<file path="src/rtl/core/atf_pkg.sv">
// ----------------------------------------------------------------------------
// atf_pkg: shared types and constants for the accelerometer tilt filter
// Fixed-point widths, register indexes, CORDIC arctangent table and the
// record that moves from cell to cell along the CORDIC row.
// ----------------------------------------------------------------------------
package atf_pkg;

  // Sample and angle widths.
  localparam int SAMPLE_W        = 16;
  localparam int ANGLE_W         = 16;
  localparam int LIMIT_W         = 15;
  localparam int ANGLE_FRAC_BITS = 8;

  // Square root datapath: radicand is the sum of squares scaled by 2^16.
  localparam int SQ_W       = 48;
  localparam int ROOT_W     = 24;
  localparam int ROOT_STEPS = 24;
  localparam int ROOT_CNT_W = 5;

  // CORDIC datapath widths and step limits.
  localparam int XY_W           = 27;
  localparam int Z_W            = 25;
  localparam int CORDIC_MAX     = 24;
  localparam int CORDIC_DEF     = 16;
  localparam int Z_SHIFT        = 16 - ANGLE_FRAC_BITS;
  localparam logic signed [Z_W-1:0] Z_ROUND = Z_W'(1) <<< (15 - ANGLE_FRAC_BITS);

  // Configuration register indexes and reset values.
  localparam int CFG_IDX_W = 8;
  localparam logic [CFG_IDX_W-1:0] REG_PITCH_OFFSET = 8'd0;
  localparam logic [CFG_IDX_W-1:0] REG_ROLL_OFFSET  = 8'd1;
  localparam logic [CFG_IDX_W-1:0] REG_ANGLE_LIMIT  = 8'd2;
  localparam logic [CFG_IDX_W-1:0] REG_DEAD_BAND    = 8'd3;
  localparam logic [LIMIT_W-1:0]   LIMIT_RESET      = 15'd2560;
  localparam logic [LIMIT_W-1:0]   DBAND_RESET      = 15'd768;

  // Sequencer states.
  typedef enum logic [3:0] {
    S_IDLE, S_SQR, S_START, S_ROOT, S_INJ0, S_INJ1, S_WAIT, S_COND, S_CWAIT, S_HOLD
  } st_t;

  // One item in flight along the CORDIC row.
  typedef struct packed {
    logic                  vld;
    logic                  tag;   // 0 pitch, 1 roll
    logic                  zero;  // zero vector, angle forced to 0
    logic signed [XY_W-1:0] x;
    logic signed [XY_W-1:0] y;
    logic signed [Z_W-1:0]  z;
  } cord_t;

  // atan(2^-i) in degrees with 16 fraction bits.
  function automatic logic signed [Z_W-1:0] atan_deg(input int idx);
    logic signed [Z_W-1:0] a;
    case (idx)
      0:  a = 25'sd2949120;
      1:  a = 25'sd1740967;
      2:  a = 25'sd919879;
      3:  a = 25'sd466945;
      4:  a = 25'sd234379;
      5:  a = 25'sd117304;
      6:  a = 25'sd58666;
      7:  a = 25'sd29335;
      8:  a = 25'sd14668;
      9:  a = 25'sd7334;
      10: a = 25'sd3667;
      11: a = 25'sd1833;
      12: a = 25'sd917;
      13: a = 25'sd458;
      14: a = 25'sd229;
      15: a = 25'sd115;
      16: a = 25'sd57;
      17: a = 25'sd29;
      18: a = 25'sd14;
      19: a = 25'sd7;
      20: a = 25'sd4;
      21: a = 25'sd2;
      22: a = 25'sd1;
      default: a = 25'sd0;
    endcase
    return a;
  endfunction

endpackage

</file>
<file path="src/rtl/core/atf_cell.sv">
// ----------------------------------------------------------------------------
// atf_cell: one vectoring CORDIC rotation
// Rotates toward the x axis by atan(2^-IDX) and hands the item on.
// ----------------------------------------------------------------------------
module atf_cell #(
  parameter int IDX = 0
) (
  input  logic           clk,
  input  logic           rst_n,
  input  atf_pkg::cord_t din,
  output atf_pkg::cord_t dout
);
  import atf_pkg::*;

  localparam logic signed [Z_W-1:0] ATAN = atan_deg(IDX);

  cord_t                  q_r, q_nxt;
  logic signed [XY_W-1:0] dx;
  logic signed [XY_W-1:0] dy;

  // Rotate positive on a zero residual; only y above zero rotates negative.
  always_comb begin
    dx    = din.y >>> IDX;
    dy    = din.x >>> IDX;
    q_nxt = din;
    if (din.y > 0) begin
      q_nxt.x = din.x + dx;
      q_nxt.y = din.y - dy;
      q_nxt.z = din.z + ATAN;
    end else begin
      q_nxt.x = din.x - dx;
      q_nxt.y = din.y + dy;
      q_nxt.z = din.z - ATAN;
    end
  end

  // Valid bit is control and is reset; the rest is payload.
  always_ff @(posedge clk) begin
    if (!rst_n) begin
      q_r.vld <= 1'b0;
    end else begin
      q_r.vld <= q_nxt.vld;
    end
    q_r.tag  <= q_nxt.tag;
    q_r.zero <= q_nxt.zero;
    q_r.x    <= q_nxt.x;
    q_r.y    <= q_nxt.y;
    q_r.z    <= q_nxt.z;
  end

  assign dout = q_r;

endmodule

</file>
<file path="config.mk">
export PLATFORM = sky130hd
export DESIGN_NAME = atf_cell
export DESIGN_NICKNAME = d
export VERILOG_FILES = /design/src/rtl/core/atf_pkg.sv /design/src/rtl/core/atf_cell.sv
export SDC_FILE = /design/constraint.sdc
export NUM_CORES = 1
export LEC_CHECK = 0
export BUFFER_PORTS_ARGS = -buffer_cell sky130_fd_sc_hd__buf_2
export CAP_MARGIN = 20
export CORE_UTILIZATION = 54
export DETAILED_ROUTE_END_ITERATION = 16
export GPL_TIMING_DRIVEN = 0
export HOLD_SLACK_MARGIN = 0.06
export PLACE_DENSITY = 0.84
export SKIP_CTS_REPAIR_TIMING = 1
export SYNTH_ARGS = -nofsm -noshare
export SYNTH_HDL_FRONTEND = slang
export SYNTH_SLANG_ARGS = --single-unit
</file>
<file path="constraint.sdc">
create_clock -name clk -period 3.56 [get_ports clk]
set_input_delay 0.178 -clock clk [delete_from_list [all_inputs] [get_ports clk]]
set_output_delay 0.178 -clock clk [all_outputs]
set_load 0.02 [all_outputs]
</file>
# Yosys cells after proc, flatten, opt, wreduce, memory -nomap -nowiden
# Index checks and enable logic that the tools add are counted.
# classes
order_cmp	1
add_sub_neg	5
n_mux	1
# op_table
cell	count
79-bit 2-to-1 mux	1
27-bit subtractor	2
27-bit adder	1
27-bit by 1-bit greater-than comparator with 1-bit output, second input constant	1
25-bit by 23-bit adder with 25-bit output, second input constant	1
25-bit by 23-bit subtractor with 25-bit output, second input constant	1
# word_totals
register_bits	82
wordCells	13

# Logic depth before layout (Yosys ltp)
# Gate-level depths: netlist of run 1.
# logic_depth
ltp_word	2
ltp_mapped	16

# Worst setup path before layout of run 1
# OpenSTA, ideal clock, no wires.
# synth_timing
kind	input to register
start	input port din[50] in the netlist's numbering
end	register q_r (netlist bit dout[23])
required_ns	3.488
setup_slack_ns	0.573
arrival_time_ns	2.914
stages	15
path_cell_list	nor4_1 nand4_1 nor2_1 or2_1 clkbuf_1 buf_1 buf_1 ha_1 a21o_1 a21oi_1 o21ai_0 a21oi_1 o21bai_1 a21oi_1 xnor2_1
# synth_rtl
item	line_no	source
start: declaration	atf_cell.sv:10	input atf_pkg::cord_t din,
end: declaration	atf_cell.sv:17	cord_t q_r, q_nxt;

==> impl_metrics.json, run 1 <==
{
  "io_buffers": 165,
  "syn_avg_cell_area_sq_um": 8.02,
  "dp.cells": 1092,
  "grt_usage_pct": 31.7,
  "cp.arrival_ns": 3.61,
  "antenna_found_initial": 0,
  "drtIter0Drc": 503,
  "timing.hold.ws_ns": 0.116,
  "ys_seq_area_share_pct": 25.8,
  "core_sq_um": 11400,
  "insertedDiodeCount": 0,
  "hold_violations": 0,
  "clkPwrFrac_pct": 29.6,
  "p_sw_share_pct": 37.0,
  "fin_nets": 1152,
  "syn_area_sq_um": 6290,
  "drv_slew": 0,
  "fin_ws_ns": 0.233,
  "drt-vias-per-instance": 5.63,
  "ys.flop_type": "dfxtp_1",
  "post-place-ws_ns": -0.921,
  "crit_path_cell_trace": "buf_2, nor4_1, nand4_1, nor2_1, or2_1, clkbuf_2, clkbuf_4, ha_1, a21o_1, a21oi_1, o21ai_0, a21oi_1, o21bai_1, a21oi_1, xnor2_1",
  "ctsLongestPathBuffers": 2,
  "required_ns": 3.84,
  "fin_cells": 1127,
  "yosys.area_share.simple_pct": 13.7,
  "worst_path_most_repeated_cell": "a21oi_1",
  "cpPeakStageDelay_ns": 0.41,
  "largest_reg_flops": 81,
  "antenna_left": 0,
  "critPathTopFamily": "simple AND/OR/NAND/NOR gates",
  "clock.fmax_ghz": 0.301,
  "period_share_pct": 93.5,
  "avgRoutedWirePerCell_um": 16.8,
  "grt-ovfl-total": 0,
  "crit_buf_inv": 3,
  "synth_xor_area_share_pct": 7.94,
  "worstMarginPinSlew_ns": 0.812,
  "wirelength_mm": 19.0,
  "cts_tree": "yes",
  "path_class": "in2reg",
  "slew_headroom_pct": 45.9,
  "path_max_fanout": 13,
  "end_kind": "flip-flop",
  "root_buffer": "clkbuf_16",
  "grt_max_degree": 15,
  "intPower_w": 0.00222,
  "synth_edf_count": 0,
  "setup_viol": 0,
  "rsz0062_at_grt": "false",
  "synth_cells": 784,
  "die_w_um": 110,
  "cts_num_sinks": 81,
  "power_switching_w": 0.00130,
  "pwr-share-comb_pct": 38.6,
  "syn_nets": 957,
  "async_flop_share_pct": 0,
  "htree_levels": 3,
  "grt_pass1_vias": 5762,
  "syn2layout_area_growth_pct": 24.7,
  "slowest_stage": "nor4_1",
  "ys_types": 73,
  "holdPathEnd": "dout[25]$_DFF_P_",
  "grt_pass1_wl_mm": 28.9,
  "yosys_register_bits": 81,
  "drive_gt1_share_pct": 22.3,
  "placementRows": 39,
  "synth-compound-area-share_pct": 24.8,
  "die_h_um": 110,
  "drc": 0,
  "utilization_pct": 69.0,
  "muxShareOfSynthArea_pct": 1.61,
  "cts_buffers": 9,
  "ys_warn_count": 0,
  "synth_top_family_by_area": "compound AO/OA/AOI/OAI gates",
  "vdd_drop_max_v": 0.000373,
  "synthAdderAreaFrac_pct": 18.2,
  "dr_total_vias": 6344,
  "min_period_ns": 3.33,
  "die_area_sq_um": 12100,
  "clkTransAtPathRegs_ns": 0.06,
  "routabilityCongestion": 0.980,
  "start_kind": "primary input",
  "initial_core_util_pct": 55.3,
  "p_per_area_nw_per_um2": 449,
  "pwr-share-seq_pct": 31.9,
  "hpwlAfterDp_mm": 14.4,
  "hp-start": "din[52]",
  "leakage_nw": 3.79,
  "p_total_w": 0.00352,
  "hold_depth": 3,
  "hp-class": "in2reg",
  "firstDrtPassIters": 5,
  "status": "completed",
  "fillers": 960,
  "ios": 166,
  "maxCapViolCount": 0
}
-- layer usage --
metal | up-vias | track usage [%] | share of wire (%)
met5 | - | 0 | 0
li1 | 3117 | - | -
met4 | 0 | 13.6 | 2.7
met3 | 35 | 4.21 | 8.7
met1 | 2869 | 43.0 | 44
met2 | 323 | 50.0 | 45
-- worst max-delay path by stage --
stage | start | to | cells past startpoint
finish | din[35] | dout[23]$_DFF_P_ | 15
global route | din[50] | dout[23]$_DFF_P_ | 15
CTS | din[31] | dout[23]$_DFF_P_ | 16
detailed placement | din[31] | dout[23]$_DFF_P_ | 16
global placement | din[31] | dout[23]$_DFF_P_ | 16
floorplan | din[50] | dout[23]$_DFF_P_ | 15
-- power groups by stage --
stage	clock (W)	sequential, W	combinational, W
floorplan	0	0.00137	0.000656
global placement	0	0.00113	0.00129
detailed placement	0	0.00114	0.00131
CTS	0.00105	0.00112	0.00132
global route	0.00108	0.00114	0.00147
finish	0.00104	0.00112	0.00136
-- worst min-delay path: stages --
cell,delay [ns]
buf_2,0.10
ha_1,0.11
inv_1,0.03
-- cell type report --
class                           instances  area [sq um]  area share (%)
Buffer                                 33           161            2.06
Clock buffer                           10           239            3.05
Clock inverter                          6          90.1            1.15
Inverter                               90           338            4.31
Multi-Input combinational cell        578          4180            53.3
Sequential cell                        81          1620            20.7
Tap cell                              143           179            2.28
Timing Repair Buffer                  186          1040            13.2
-- kinds of logic (layout without fill, tap and decap cells) --
family	after synthesis	after routing
buffers and inverters	125	325
AND/OR/NAND/NOR	180	180
XOR/XNOR	57	57
AO/OA/AOI/OAI	242	242
multiplexers	10	10
flip-flops	81	81
adder cells (fa/ha/maj)	89	89
-- synthesized netlist by cell type (8+ instances only) --
cell type | number | share of area [%]
a21oi_1 | 88 | 7.0
ha_1 | 85 | 17
buf_2 | 11 | 0.88
nor3_1 | 24 | 1.9
nand2_1 | 27 | 1.6
o21a_1 | 8 | 0.96
a31oi_1 | 13 | 1.3
o21ai_1 | 8 | 0.64
o31ai_1 | 9 | 1.1
mux2i_1 | 9 | 1.4
dfxtp_1 | 81 | 26
xnor2_1 | 51 | 7.1
inv_1 | 84 | 5.0
clkbuf_1 | 18 | 1.1
a21o_1 | 12 | 1.4
nor2_1 | 66 | 3.9
nor4_1 | 12 | 1.2
o21bai_1 | 18 | 2.1
nand3_1 | 13 | 1.0
o21ai_0 | 32 | 2.5
-- cells in the final DEF, fill, tap and decap left out, drive strengths merged, types with 21 or more instances in the layout --
master       synthesis  layout
a21oi               91      91
buf                 17     180
clkbuf              18      28
dfxtp               81      81
dlygate4sd3          0      21
ha                  85      85
inv                 89      90
nand2               27      27
nor2                66      66
nor3                24      24
o21ai               41      41
xnor2               51      51
-- through the flow --
step           instance area (sq um)  setup TNS (ns)
6_report                        7840               0
5_1_grt                         7840               0
4_1_cts                         7620           -1.08
3_5_place_dp                    7290           -2.89
3_3_place_gp                    7290           -2.72
2_1_floorplan                   6290               0
Power figures use the tool's default switching activity.
==> run 2: changes to the inputs <==
--- a/config.mk
+++ b/config.mk
@@ -5,13 +5,14 @@
 export SDC_FILE = /design/constraint.sdc
 export NUM_CORES = 1
 export LEC_CHECK = 0
-export BUFFER_PORTS_ARGS = -buffer_cell sky130_fd_sc_hd__buf_2
 export CAP_MARGIN = 20
-export CORE_UTILIZATION = 54
+export CORE_UTILIZATION = 55
 export DETAILED_ROUTE_END_ITERATION = 16
+export DONT_BUFFER_PORTS = 1
 export GPL_TIMING_DRIVEN = 0
 export HOLD_SLACK_MARGIN = 0.06
-export PLACE_DENSITY = 0.84
+export PLACE_DENSITY_LB_ADDON = 0.1
+export SETUP_SLACK_MARGIN = 0.3
 export SKIP_CTS_REPAIR_TIMING = 1
 export SYNTH_ARGS = -nofsm -noshare
 export SYNTH_HDL_FRONTEND = slang
==> run 2 against run 1 <==
  * Global-route usage is 0.72 points higher
  * Clock-buffer cell count is 1 lower
  * Die area shrank 1.8%
  * Sequential cell count unchanged
  * First-iteration DRC count shrank 12%
  * Combinational power down 34%
  * Clock power shrank 13%
  * Core utilization is 5.3 points lower
  * Setup slack better by 0.17 ns
  * Critical path type unchanged
==> impl_metrics.json, run 2 (synthesis gave the netlist of run 1 again) <==
{
  "drt-vias-per-instance": 6.11,
  "die_h_um": 109,
  "met2_length_mm": 8.78,
  "die_area_sq_um": 11900,
  "firstDrtPassIters": 6,
  "place_area_sq_um": 6460,
  "leakage_nw": 3.13,
  "wl_met3_mm": 1.76,
  "period_share_pct": 88.8,
  "required_ns": 3.83,
  "grt_usage_pct": 32.4,
  "final_cell_mix": "88 x a21oi_1, 85 x ha_1, 84 x inv_1, 81 x dfxtp_1, 66 x nor2_1",
  "drc": 0,
  "timing.hold.ws_ns": 0.0590,
  "drtIter0Drc": 444,
  "grt-ovfl-total": 0,
  "fin_cells": 962,
  "drv_slew": 0,
  "layout.cells.most_common": "a21oi_1",
  "io_buffers": 0,
  "slowest_stage": "dlygate4sd3_1",
  "fin_nets": 990,
  "cts_tree": "yes",
  "cts_buffers": 9,
  "p_per_area_nw_per_um2": 454,
  "die_w_um": 109,
  "largest_reg_flops": 81,
  "avgRoutedWirePerCell_um": 20.0,
  "fillers": 966,
  "syn2layout_area_growth_pct": 11.2,
  "grt_max_degree": 17,
  "setup_viol": 0,
  "hold_violations": 0,
  "start_kind": "primary input",
  "regArea_sq_um": 1620,
  "drive_gt1_share_pct": 6.93,
  "hpwlAfterDp_mm": 14.9,
  "cp.arrival_ns": 3.43,
  "grt_pass1_wl_mm": 29.0,
  "htree_levels": 3,
  "antenna_found_initial": 0,
  "fin_ws_ns": 0.400,
  "crit_path_cell_trace": "dlygate4sd3_1, ha_1, fa_1, nand3b_1, a211o_1, a31oi_1, a21oi_1, o21ba_1, o21ai_0, nand2_1, a31oi_1, xnor2_1",
  "clock.fmax_ghz": 0.316,
  "placementRows": 38,
  "root_buffer": "clkbuf_16",
  "min_period_ns": 3.16,
  "fin_area_sq_um": 6990,
  "slew_headroom_pct": 39.9,
  "insertedDiodeCount": 0,
  "wirelength_mm": 19.3,
  "vdd_drop_max_v": 0.000375,
  "multiInputGateArea_sq_um": 4180,
  "path_class": "in2reg",
  "initial_core_util_pct": 57.2,
  "hp-class": "in2reg",
  "dp.cells": 924,
  "post-place-ws_ns": -0.862,
  "status": "completed",
  "core_sq_um": 11000,
  "rsz0062_at_grt": "false",
  "end_kind": "flip-flop",
  "ios": 166,
  "cpPeakStageDelay_ns": 0.55,
  "drt-met1-wl_mm": 8.31,
  "clkTransAtPathRegs_ns": 0.08,
  "dr_total_vias": 5882,
  "ctsLongestPathBuffers": 2,
  "cts_num_sinks": 81,
  "routabilityCongestion": 0.954,
  "antenna_left": 0,
  "grt_pass1_vias": 5410,
  "worstMarginPinSlew_ns": 0.902,
  "worst_path_most_repeated_cell": "a31oi_1",
  "topRoutingLayerUsed": "met4",
  "path_max_fanout": 3,
  "maxCapViolCount": 0
}
==> run 2: cell types whose count changed in the layout (fill, tap and decap cells not counted), sizes merged <==
cell         change
clkinvlp         +2
inv              +2
buf            -162
clkinv           -1
bufinv           -2
clkbuf           -2
dlygate4sd3      +1
==> run 2: critical path: cells and delay by family <==
family	cells	cell delay (ns)
adder cells (fa/ha/maj)	2	0.60
AND/OR/NAND/NOR	2	0.34
XOR/XNOR	1	0.16
buffers and inverters	1	0.55
AO/OA/AOI/OAI	6	1.59
==> run 2: metal layers <==
layer / vias to the layer above / global-route usage (%)
li1: 2786 / -
met1: 2744 / 43.8
met2: 325 / 52.1
met3: 27 / 6.22
met4: 0 / 9.46
met5: - / 0
==> run 2: path summary, 6_finish.rpt <==
path | startpoint | endpoint | slack (ns) | depth (start not counted)
hold / removal | din[24] | dout[24]$_DFF_P_ | 0.06 | 2
setup / recovery | din[52] | dout[49]$_DFF_P_ | 0.40 | 12
==> run 2: layout make-up <==
class,count,share of cell area (%)
clock inverters,7,0.859
plain buffers,35,2.45
multi-input cells,578,59.8
flip-flops and latches,81,23.2
repair buffers,22,3.15
well taps,140,2.50
clock buffers,9,3.22
inverters,90,4.83
==> run 2: where the power goes <==
| part | total, W | switching [W] | leakage, nW | internal (W) |
|---|---|---|---|---|
| Sequential | 0.00137 | 0.000284 | 0.683 | 0.00109 |
| Clock | 0.000907 | 0.000423 | 0.131 | 0.000484 |
| Combinational | 0.000896 | 0.000541 | 2.31 | 0.000354 |
| Total | 0.00317 | 0.00125 | 3.13 | 0.00192 |
==> run 2: metrics by stage <==
stage | TNS, ns | total power (W) | util [%]
global route | 0 | 0.00332 | 63.7
floorplan | 0 | 0.00203 | -
CTS | -0.974 | 0.00314 | 61.4
finish | 0 | 0.00317 | 63.7
global placement | -2.51 | 0.00223 | 58.8
detailed placement | -2.48 | 0.00224 | 58.8
