**config.mk**
```make
export PLATFORM = sky130hd
export DESIGN_NAME = atf_cond
export DESIGN_NICKNAME = d
export VERILOG_FILES = /design/src/rtl/core/atf_pkg.sv /design/src/rtl/core/atf_cond.sv
export SDC_FILE = /design/constraint.sdc
export NUM_CORES = 1
export LEC_CHECK = 0
export BUFFER_PORTS_ARGS = -buffer_cell sky130_fd_sc_hd__buf_4
export CELL_PAD_IN_SITES_DETAIL_PLACEMENT = 0
export CELL_PAD_IN_SITES_GLOBAL_PLACEMENT = 2
export CORE_MARGIN = 2
export CORE_UTILIZATION = 30
export DETAILED_ROUTE_END_ITERATION = 8
export GPL_ROUTABILITY_DRIVEN = 0
export PLACE_DENSITY = 0.81
export SETUP_SLACK_MARGIN = 0.02
export SLEW_MARGIN = 0
export SYNTH_ARGS = -nofsm -noshare
export SYNTH_HDL_FRONTEND = slang
export SYNTH_SLANG_ARGS = --single-unit
```
**constraint.sdc**
```tcl
create_clock -name clk -period 4.9 [get_ports clk]
set_input_delay 1.225 -clock clk [delete_from_list [all_inputs] [get_ports clk]]
set_output_delay 1.225 -clock clk [all_outputs]
set_load 0.005 [all_outputs]
```
**src/rtl/core/atf_pkg.sv**
```systemverilog
// ----------------------------------------------------------------------------
// atf_pkg: shared types and constants for the accelerometer tilt filter
// Fixed-point widths, register indexes, CORDIC arctangent table and the
// record that moves from cell to cell along the CORDIC row.
// ----------------------------------------------------------------------------
package atf_pkg;

  // Sample and angle widths.
  localparam int SAMPLE_W        = 16;
  localparam int ANGLE_W         = 16;
  localparam int LIMIT_W         = 15;
  localparam int ANGLE_FRAC_BITS = 8;

  // Square root datapath: radicand is the sum of squares scaled by 2^16.
  localparam int SQ_W       = 48;
  localparam int ROOT_W     = 24;
  localparam int ROOT_STEPS = 24;
  localparam int ROOT_CNT_W = 5;

  // CORDIC datapath widths and step limits.
  localparam int XY_W           = 27;
  localparam int Z_W            = 25;
  localparam int CORDIC_MAX     = 24;
  localparam int CORDIC_DEF     = 16;
  localparam int Z_SHIFT        = 16 - ANGLE_FRAC_BITS;
  localparam logic signed [Z_W-1:0] Z_ROUND = Z_W'(1) <<< (15 - ANGLE_FRAC_BITS);

  // Configuration register indexes and reset values.
  localparam int CFG_IDX_W = 8;
  localparam logic [CFG_IDX_W-1:0] REG_PITCH_OFFSET = 8'd0;
  localparam logic [CFG_IDX_W-1:0] REG_ROLL_OFFSET  = 8'd1;
  localparam logic [CFG_IDX_W-1:0] REG_ANGLE_LIMIT  = 8'd2;
  localparam logic [CFG_IDX_W-1:0] REG_DEAD_BAND    = 8'd3;
  localparam logic [LIMIT_W-1:0]   LIMIT_RESET      = 15'd2560;
  localparam logic [LIMIT_W-1:0]   DBAND_RESET      = 15'd768;

  // Sequencer states.
  typedef enum logic [3:0] {
    S_IDLE, S_SQR, S_START, S_ROOT, S_INJ0, S_INJ1, S_WAIT, S_COND, S_CWAIT, S_HOLD
  } st_t;

  // One item in flight along the CORDIC row.
  typedef struct packed {
    logic                  vld;
    logic                  tag;   // 0 pitch, 1 roll
    logic                  zero;  // zero vector, angle forced to 0
    logic signed [XY_W-1:0] x;
    logic signed [XY_W-1:0] y;
    logic signed [Z_W-1:0]  z;
  } cord_t;

  // atan(2^-i) in degrees with 16 fraction bits.
  function automatic logic signed [Z_W-1:0] atan_deg(input int idx);
    logic signed [Z_W-1:0] a;
    case (idx)
      0:  a = 25'sd2949120;
      1:  a = 25'sd1740967;
      2:  a = 25'sd919879;
      3:  a = 25'sd466945;
      4:  a = 25'sd234379;
      5:  a = 25'sd117304;
      6:  a = 25'sd58666;
      7:  a = 25'sd29335;
      8:  a = 25'sd14668;
      9:  a = 25'sd7334;
      10: a = 25'sd3667;
      11: a = 25'sd1833;
      12: a = 25'sd917;
      13: a = 25'sd458;
      14: a = 25'sd229;
      15: a = 25'sd115;
      16: a = 25'sd57;
      17: a = 25'sd29;
      18: a = 25'sd14;
      19: a = 25'sd7;
      20: a = 25'sd4;
      21: a = 25'sd2;
      22: a = 25'sd1;
      default: a = 25'sd0;
    endcase
    return a;
  endfunction

endpackage

```
**src/rtl/core/atf_cond.sv**
```systemverilog
// ----------------------------------------------------------------------------
// atf_cond: angle conditioning
// Offset removal, clamp, dead band and averaging with the previous value.
// ----------------------------------------------------------------------------
module atf_cond (
  input  logic                               clk,
  input  logic                               rst_n,
  input  logic                               start,
  input  logic signed [atf_pkg::ANGLE_W-1:0] raw,
  input  logic signed [atf_pkg::ANGLE_W-1:0] offset,
  input  logic [atf_pkg::LIMIT_W-1:0]        limit,
  input  logic [atf_pkg::LIMIT_W-1:0]        dband,
  output logic                               done,
  output logic signed [atf_pkg::ANGLE_W-1:0] angle
);
  import atf_pkg::*;

  logic signed [ANGLE_W:0]   diff;
  logic signed [ANGLE_W:0]   lim;
  logic signed [ANGLE_W-1:0] v_nxt, v_r;
  logic                      vld_r;
  logic [ANGLE_W-1:0]        mag;
  logic signed [ANGLE_W-1:0] vd;
  logic signed [ANGLE_W:0]   sum;
  logic signed [ANGLE_W-1:0] last_r, last_nxt;
  logic                      done_r;

  // First stage: subtract the offset at full width and clamp.
  always_comb begin
    diff = (ANGLE_W+1)'(raw) - (ANGLE_W+1)'(offset);
    lim  = signed'({2'b00, limit});
    if (diff > lim) begin
      v_nxt = ANGLE_W'(lim);
    end else if (diff < -lim) begin
      v_nxt = ANGLE_W'(-lim);
    end else begin
      v_nxt = ANGLE_W'(diff);
    end
  end

  // Second stage: dead band, then floor average with the last value.
  always_comb begin
    mag      = v_r[ANGLE_W-1] ? ANGLE_W'(-v_r) : ANGLE_W'(v_r);
    vd       = (mag < ANGLE_W'(dband)) ? '0 : v_r;
    sum      = (ANGLE_W+1)'(last_r) + (ANGLE_W+1)'(vd);
    last_nxt = sum[ANGLE_W:1];
  end

  always_ff @(posedge clk) begin
    if (!rst_n) begin
      vld_r  <= 1'b0;
      done_r <= 1'b0;
      last_r <= '0;
    end else begin
      vld_r  <= start;
      done_r <= vld_r;
      if (vld_r) begin
        last_r <= last_nxt;
      end
    end
  end

  always_ff @(posedge clk) begin
    v_r <= v_nxt;
  end

  assign done  = done_r;
  assign angle = last_r;

endmodule

```
### Word-level counts from Yosys, hierarchy flattened

Cells that the tools add are included.

* add/subtract/negate cells: 4
* order comparisons: 3
* muxes and demuxes: 4

Operators with widths (count)
* 16-bit two-way mux: 3
* 16-bit by 16-bit adder with 17-bit output: 1
* 17-bit by 16-bit > comparator with 1-bit output: 1
* 17-bit less-than comparator: 1
* 15-bit negation with 17-bit output: 1
* 16-bit by 16-bit subtractor with 17-bit output: 1
* 16-bit by 15-bit less-than comparator with 1-bit output: 1
* 16-bit negation: 1
* 15-bit two-way mux: 1

* register bits: 34
* logic and storage cells: 16

### Logic depth before layout (Yosys ltp)

Gate-level depths: netlist of run 1.

* depth in word-level cells: 5
* depth in mapped cells: 22

### Least setup slack after synthesis of run 1

OpenSTA, ideal clock, no wires.

* path kind: reg2reg
* start: register v_r[0]
* end: register last_r[13] (netlist: angle[13])
* setup time: 122 ps
* arrival: 4943 ps
* data required time: 4778 ps
* stages on the path, launching flop included: 21
* slack: -165 ps
* cell sequence: dfxtp_1 > or3_1 > or3_1 > o31ai_1 > xnor2_1 > ha_1 > a21o_1 > a21oi_1 > o41ai_4 > a211oi_4 > clkbuf_1 > nor2_1 > fa_1 > a21o_1 > a21o_1 > a21oi_1 > o211ai_1 > a31oi_1 > a21oi_1 > and4_1 > a311o_1

* longest elaborated chain between the ends: 5

Ends and longest elaborated chain
* start: declaration: line atf_cond.sv:20 `logic signed [ANGLE_W-1:0] v_nxt, v_r;`
* start signal: assignment: line atf_cond.sv:64 `v_r <= v_nxt;`
* 16-bit negation: line atf_cond.sv:43 `mag = v_r[ANGLE_W-1] ? ANGLE_W'(-v_r) : ANGLE_W'(v_r);`
* 16-bit two-way mux: line atf_cond.sv:43
* 16-bit by 15-bit less-than comparator with 1-bit output: line atf_cond.sv:44 `vd = (mag < ANGLE_W'(dband)) ? '0 : v_r;`
* 16-bit two-way mux *: line atf_cond.sv:44
* 16-bit by 16-bit adder with 17-bit output *: line atf_cond.sv:45 `sum = (ANGLE_W+1)'(last_r) + (ANGLE_W+1)'(vd);`
* end signal: assignment: line atf_cond.sv:58 `last_r <= last_nxt;`
* end: declaration: line atf_cond.sv:25 `logic signed [ANGLE_W-1:0] last_r, last_nxt;`

Mark *: on every way between the ends. The rest lies on a longest branch, timed or not.
A chain may end at the register's enable or synchronous reset.

### Worst setup path in the final report of run 1

* start: input port offset[1] (netlist bit)
* end: register v_r[2]

* longest elaborated chain between the ends: 4

Ends and longest elaborated chain
* start: declaration: line atf_cond.sv:10 `input logic signed [atf_pkg::ANGLE_W-1:0] offset,`
* 16-bit by 16-bit subtractor with 17-bit output *: line atf_cond.sv:30 `diff = (ANGLE_W+1)'(raw) - (ANGLE_W+1)'(offset);`
* 17-bit less-than comparator: line atf_cond.sv:34 `end else if (diff < -lim) begin`
* 16-bit two-way mux: line atf_cond.sv:34
* 15-bit two-way mux *: line atf_cond.sv:32 `if (diff > lim) begin`
* named net v_nxt[2]: line atf_cond.sv:20

The timed path passes the listed nets; every way through them passes the cells marked *.

==> results of run 1 <==
-- layout make-up --
| cell class | instances | area (um2) |
|---|---|---|
| fillers | 1585 | 8909 |
| multi-input cells | 496 | 4111 |
| repair buffers | 173 | 1346 |
| flip-flops and latches | 34 | 680.7 |
| well taps | 216 | 270.3 |
| inverters | 64 | 247.7 |
| clock buffers | 7 | 142.6 |
| clock inverters | 1 | 5.005 |
-- layer usage --
metal  up-vias  global-route usage  wire (um)
li1       2545                   -          -
met1      2233              0.1860       5951
met2        90              0.2953       6831
met3        14             0.01558        408
met4         0             0.04491        249
met5         -                   0          0
-- kinds of logic after synthesis --
family,Yosys count,share of synthesized area
muxes,20,0.04196
DFF,34,0.1427
AOI/OAI and AO/OA,166,0.2499
xor gates and xnor gates,36,0.06609
and+or+nand+nor,194,0.2232
buffers and inverters,78,0.06320
adders and majority gates,80,0.2130
-- synth_stat cells, drive strengths merged, types with 3 or more instances --
master / count / area, um2
or4: 4 / 37.53
ha: 78 / 975.9
a21oi: 31 / 155.2
nand3: 21 / 105.1
a21o: 14 / 105.1
o22ai: 10 / 62.56
or2: 5 / 31.28
a31oi: 9 / 71.32
inv: 63 / 236.5
o22a: 4 / 35.03
o21a: 7 / 52.55
xor2: 6 / 52.55
xnor2: 30 / 262.8
o211ai: 10 / 80.07
or3: 12 / 95.09
a2bb2oi: 6 / 52.55
nand4: 7 / 43.79
and3: 9 / 56.30
o21ai: 30 / 153.9
buf: 5 / 27.53
a22oi: 8 / 65.06
nor3: 18 / 100.1
nand2: 34 / 127.6
and2: 4 / 27.53
dfxtp: 34 / 680.7
mux2i: 20 / 200.2
clkbuf: 9 / 33.78
nand2b: 9 / 56.30
a211o: 3 / 26.28
o211a: 3 / 30.03
a211oi: 6 / 57.56
nor2b: 20 / 125.1
o31ai: 7 / 52.55
nor2: 39 / 146.4
and2b: 5 / 37.54
-- worst reg2reg max path: cells and delay by family (launching register included) --
family          cells  cell delay (ns)
compound gates     11             2.10
xor+xnor            1             0.17
fa+ha+maj           2             0.55
buf+inv             2             0.27
flops               1             0.30
simple gates        5             1.23
-- where the power goes --
part | total, uW | switching [uW] | internal (uW)
combinational | 1790 | 867 | 920
sequential | 419 | 70.7 | 348
clock | 312 | 111 | 201
total | 2520 | 1050 | 1470
-- worst max-delay path by stage --
stage	from	endpoint	slack [ns]	cells after the start
6_report	offset[1]	v_r[2]$_DFF_P_	0.11	20
5_1_grt	offset[1]	v_r[7]$_DFF_P_	-0.06	20
4_1_cts	v_r[0]$_DFF_P_	angle[13]$_SDFFE_PN0P_	0.004	20
3_5_place_dp	offset[1]	v_r[0]$_DFF_P_	-0.36	20
3_3_place_gp	offset[1]	v_r[2]$_DFF_P_	-0.30	20
2_1_floorplan	v_r[0]$_DFF_P_	angle[13]$_SDFFE_PN0P_	-0.02	20
-- per-stage QoR --
stage	utilization	worst slack, ns	cell area, um2	hold WS (ns)	instances
floorplan	-	-0.02244	4797	0.4884	608
CTS	0.4107	0.003749	6454	0.5134	979
global placement	0.3938	-0.3003	6187	0.4994	967
detailed placement	0.3938	-0.3594	6187	0.5056	967
finish	0.4330	0.1141	6804	0.5135	991
global route	0.4330	-0.05545	6804	0.5398	991
-- state kept, by name, indices dropped and copies added, names as in the netlist --
name / count
v_r: 16
vld_r: 1
angle: 16
done: 1
-- repair_timing --
action / in CTS / in global routing
buffers inserted: 4 / 12
gates resized for setup: 19 / 52
endpoints found under the setup margin: 19 / 22
pin swaps: 14 / 40
==> run_results.csv, run 1 <==
group,metric,value,unit
critical_path,path_class,"primary input to register",
critical_path,critPathCaptureType,"register",
critical_path,critPathLaunchType,"primary input",
clocking,tritoncts,"built",
floorplanning,coreArea,0.01571,mm2
cells_and_area,fin_nets,919,
critical_path,cp_data_required_time,5.04,ns
timing,period_needed,4.786,ns
critical_path,r2r-end,"angle[14]$_SDFFE_PN0P_",
synthesis,syn_area,0.004771,mm2
floorplanning,io_pins,82,
hold_path,holdPathEnd,"angle[6]$_SDFFE_PN0P_",
critical_path,reg2reg_from,"v_r[9]$_DFF_P_",
synthesis,post_synth_num_cell_types,70,
cells_and_area,num_antenna_cells,0,
synthesis,syn_nets,753,
clocking,cts_buffer_depth,2,
drt,drt_wl_total,13440,um
timing,rsz0062_at_grt,"yes",
timing,drv_slew,0,
critical_path,worst-r2r-setup-slack,0.20,ns
hold_path,holdCritStartpoint,"angle[6]$_SDFFE_PN0P_",
global_route,grtUsageTotal,0.1562,
synthesis,synth-main-ff-cell,"dfxtp_1",
synthesis,syn_inst,608,
timing,finalHoldViolations,0,
floorplanning,die-height,130.1,um
critical_path,cpLargestDelayFamily,"compound AO/OA/AOI/OAI gates",
cells_and_area,final_cell_mix,"buf_4, ha_1, inv_1",
hold_path,hold_path_class,"register to register",
clocking,path_clk_slew,0.05,ns
synthesis,synth.yosys.seq_area_share,0.1427,
cells_and_area,drive_gt1_frac,0.3316,
cells_and_area,area_delta_synth_final,42.62,%
global_route,grt_pass1_wl,21740,um
synthesis,yosys_warnings,0,
synthesis,ys_seq_elements,34,
place,dpl.hpwl,11110,um
global_route,grt_max_degree,25,
synthesis,synth_async_sr_flop_share,0,
flow_run,cap_violations,0,
synthesis,synth_edf_count,0,
drt,dr.pass1.iters,4,
floorplanning,initial_utilization,0.3036,
timing,final-setup-viol-count,0,
power_and_ir_drop,finalPower,2518,uW
critical_path,critPathSlowestCell,"o31a_2",
critical_path,critPathBufInv,3,
critical_path,critPathArrivalTime,4.93,ns
drt,drc,0,
timing,finClkSkew,0.004707,ns
drt,drt_first_iter_violations,216,
timing,timing.fmax,208.9,MHz
drt,vias,4882,
timing,tns,0,ns
timing,tightest_slew,0.8318,ns
floorplanning,dieArea,0.01693,mm2
global_route,overflow,0,
critical_path,path_max_fanout,8,
clocking,cts_sinks,34,
hold_path,whs_path_depth,2,
global_route,antenna_found_initial,0,
place,io_buffer_count,81,
floorplanning,die_w,130.1,um
timing,slew-limit-headroom,0.4447,
clocking,cts-root-buf,"clkbuf_16",
global_route,first_global_vias,4812,
drt,routedWlPerCell,13.56,um
power_and_ir_drop,p_leak,0.003320,uW
critical_path,ff2ff_path_depth,21,
clocking,cts_max_level,2,
drt,avgViaCountPerCell,4.926,
cells_and_area,mostFrequentLayoutCell,"buf_4",
clocking,clk_latency,0.28,ns
critical_path,cpPeakStageDelay,0.35,ns
clocking,holdBufCountCts,0,
power_and_ir_drop,ir_drop,0.0001318,V
synthesis,syn-mean-instance-area,7.847,um2
power_and_ir_drop,powerDensity,370.1,mW/mm2
drt,drtAntennaViolNets,0,
floorplanning,fp-row-count,46,
timing,post-route-period-util,0.9767,
outcome,outcome,"complete, no violations",
clocking,cts_made_buffers,5,
critical_path,cp_cell_sequence,"buf_4 > inv_4 > ha_4 > nor2b_4 > o31a_2 > o31a_1 > o21a_1 > o21a_1 > or3_4 > and2_4 > ha_4 > nand4_1 > nor2_2 > nand4_1 > o211ai_1 > nand2_1 > a31oi_4 > buf_6 > a2bb2oi_2 > o22ai_1",
Note: power is estimated with default switching activity, not from simulation.
==> run 2: changes to the inputs <==
- CAP_MARGIN: not set -> 5
- PLACE_DENSITY: 0.81 -> not set
- PLACE_DENSITY_LB_ADDON: not set -> 0.1
==> run 2 against run 1 <==
Effect of this change:
- sequential power grew 1%
- sequential cell count is the same
- clock-buffer cell count grew 1
- global-route usage grew 0.72 points
- largest power group unchanged
==> run_results.csv, run 2 (same netlist as run 1, synthesis figures left out) <==
group,metric,value,unit
flow_run,cap_violations,0,
timing,finalHoldViolations,0,
power_and_ir_drop,ir_drop,0.0001598,V
floorplanning,dieArea,0.01693,mm2
power_and_ir_drop,swShare,0.4174,
timing,post-route-period-util,0.9758,
global_route,first_global_vias,4843,
drt,drt_wl_total,13740,um
global_route,antenna_found_initial,0,
place,placed_cells_incl_taps,955,
cells_and_area,num_antenna_cells,0,
critical_path,path_max_fanout,8,
clocking,path_clk_slew,0.05,ns
cells_and_area,stdcell_count,974,
critical_path,cp_data_required_time,5.09,ns
floorplanning,fp-row-count,46,
clocking,cts_buffer_depth,2,
floorplanning,io_pins,82,
critical_path,path_class,"primary input to register",
clocking,cts_sinks,34,
power_and_ir_drop,power_frac_seq,0.170,
power_and_ir_drop,p_comb_frac,0.691,
floorplanning,die_w,130.1,um
drt,routedWlPerCell,14.11,um
global_route,grt_pass1_wl,22410,um
clocking,holdBufCountCts,0,
power_and_ir_drop,power.internal,1452,uW
critical_path,reg2reg_from,"v_r[9]$_DFF_P_",
clocking,tritoncts,"built",
hold_path,whs_path_depth,2,
drt,dr.pass1.iters,5,
global_route,grtUsageTotal,0.1633,
power_and_ir_drop,switchingPower,1040,uW
power_and_ir_drop,pwr-share-clk,0.139,
critical_path,r2r-end,"angle[10]$_SDFFE_PN0P_",
cells_and_area,regArea,680.7,um2
global_route,overflow,0,
place,io_buffer_count,81,
clocking,cts-root-buf,"clkbuf_16",
global_route,grt_max_degree,25,
floorplanning,initial_utilization,0.3036,
drt,avgViaCountPerCell,5.010,
critical_path,ff2ff_path_depth,22,
critical_path,worst-r2r-setup-slack,0.17,ns
clocking,cts_made_buffers,5,
power_and_ir_drop,p_leak,0.003241,uW
cells_and_area,design_area,0.006658,mm2
drt,vias,4880,
timing,finClkSkew,0.006971,ns
clocking,clk_latency,0.28,ns
power_and_ir_drop,powerDensity,374.4,mW/mm2
drt,drt_first_iter_violations,174,
critical_path,critPathCapture,"v_r[3]$_DFF_P_",
timing,tns,0,ns
critical_path,critPathLaunch,"offset[1]",
place,dpl_cell_area,0.006097,mm2
outcome,outcome,"complete, no violations",
cells_and_area,area_delta_synth_final,39.55,%
timing,slew-limit-headroom,0.4106,
cells_and_area,final_cell_mix,"buf_4, ha_1, inv_1",
hold_path,hold_path_class,"register to register",
drt,drc,0,
cells_and_area,fill_cells,1618,
cells_and_area,fin_nets,902,
timing,final-setup-viol-count,0,
cells_and_area,mostFrequentLayoutCell,"buf_4",
timing,period_needed,4.781,ns
place,dpl.hpwl,11580,um
drt,drtAntennaViolNets,0,
timing,drv_slew,0,
cells_and_area,drive_gt1_frac,0.3061,
timing,timing.fmax,209.1,MHz
timing,rsz0062_at_grt,"yes",
floorplanning,coreArea,0.01571,mm2
cells_and_area,fin_util,0.4237,
critical_path,critPathLaunchType,"primary input",
critical_path,critPathCaptureType,"register",
power_and_ir_drop,finalPower,2492,uW
clocking,cts_max_level,2,
critical_path,critPathArrivalTime,4.97,ns
cells_and_area,multi_input_area,0.004075,mm2
floorplanning,die-height,130.1,um
timing,tightest_slew,0.8829,ns
run 2: per-layer routing:
metal | vias up | GRT usage | routed length [um]
met1 | 2257 | 0.1913 | 5996
li1 | 2511 | - | -
met2 | 90 | 0.3132 | 7073
met5 | - | 0 | 0
met3 | 22 | 0.01558 | 359
met4 | 0 | 0.04744 | 312
run 2: worst min-delay path by stage:
stage                           startpoint                     end  slack, ns
CTS                  angle[6]$_SDFFE_PN0P_   angle[6]$_SDFFE_PN0P_       0.53
finish              angle[11]$_SDFFE_PN0P_  angle[11]$_SDFFE_PN0P_       0.52
global placement    angle[11]$_SDFFE_PN0P_  angle[11]$_SDFFE_PN0P_       0.51
detailed placement   angle[6]$_SDFFE_PN0P_   angle[6]$_SDFFE_PN0P_       0.52
floorplan            angle[6]$_SDFFE_PN0P_   angle[6]$_SDFFE_PN0P_       0.49
global route         angle[6]$_SDFFE_PN0P_   angle[6]$_SDFFE_PN0P_       0.55
run 2: through the flow:
| stage | hold slack [ns] | setup slack, ns |
|---|---|---|
| final | 0.5161 | 0.1186 |
| after global routing | 0.5521 | -0.05617 |
| after CTS | 0.5264 | 0.02385 |
| after detailed placement | 0.5183 | -0.4534 |
| after global placement | 0.5086 | -0.4470 |
| after floorplan | 0.4884 | -0.02244 |
run 2: worst max-delay path, cell delays in order:
cell and delay, ns:
buf_6 0.10, inv_6 0.05, ha_4 0.18, nor2b_4 0.12, o31a_4 0.36, o31a_1 0.31
o21a_1 0.20, o21a_1 0.20, or3_4 0.39, and2_4 0.18, ha_4 0.24, nand4_1 0.08
nor2_2 0.15, nand4_1 0.12, o211ai_1 0.17, nand2_1 0.14, a31oi_4 0.27, buf_6 0.18
o22ai_1 0.08, a22oi_1 0.20
run 2: area by class of cell:
type / instances / area share
Clock buffer: 8 / 0.02500
Multi-Input combinational cell: 496 / 0.6121
Sequential cell: 34 / 0.1022
Timing Repair Buffer: 156 / 0.1829
Tap cell: 216 / 0.04059
Inverter: 64 / 0.03721
run 2: timing repair:
action / in CTS / in global routing
setup buffers: 3 / 8
pin swaps: 8 / 50
endpoints found under the setup margin: 19 / 22
hold endpoints to repair: 0 / 0
gates resized for setup: 9 / 59
run 2: power groups by stage:
stage / sequential (uW) / combinational [uW] / clock, uW
global route: 435 / 1920 / 368
detailed placement: 427 / 1550 / 0
finish: 423 / 1720 / 346
floorplan: 411 / 1040 / 0
CTS: 421 / 1580 / 360
global placement: 423 / 1530 / 0
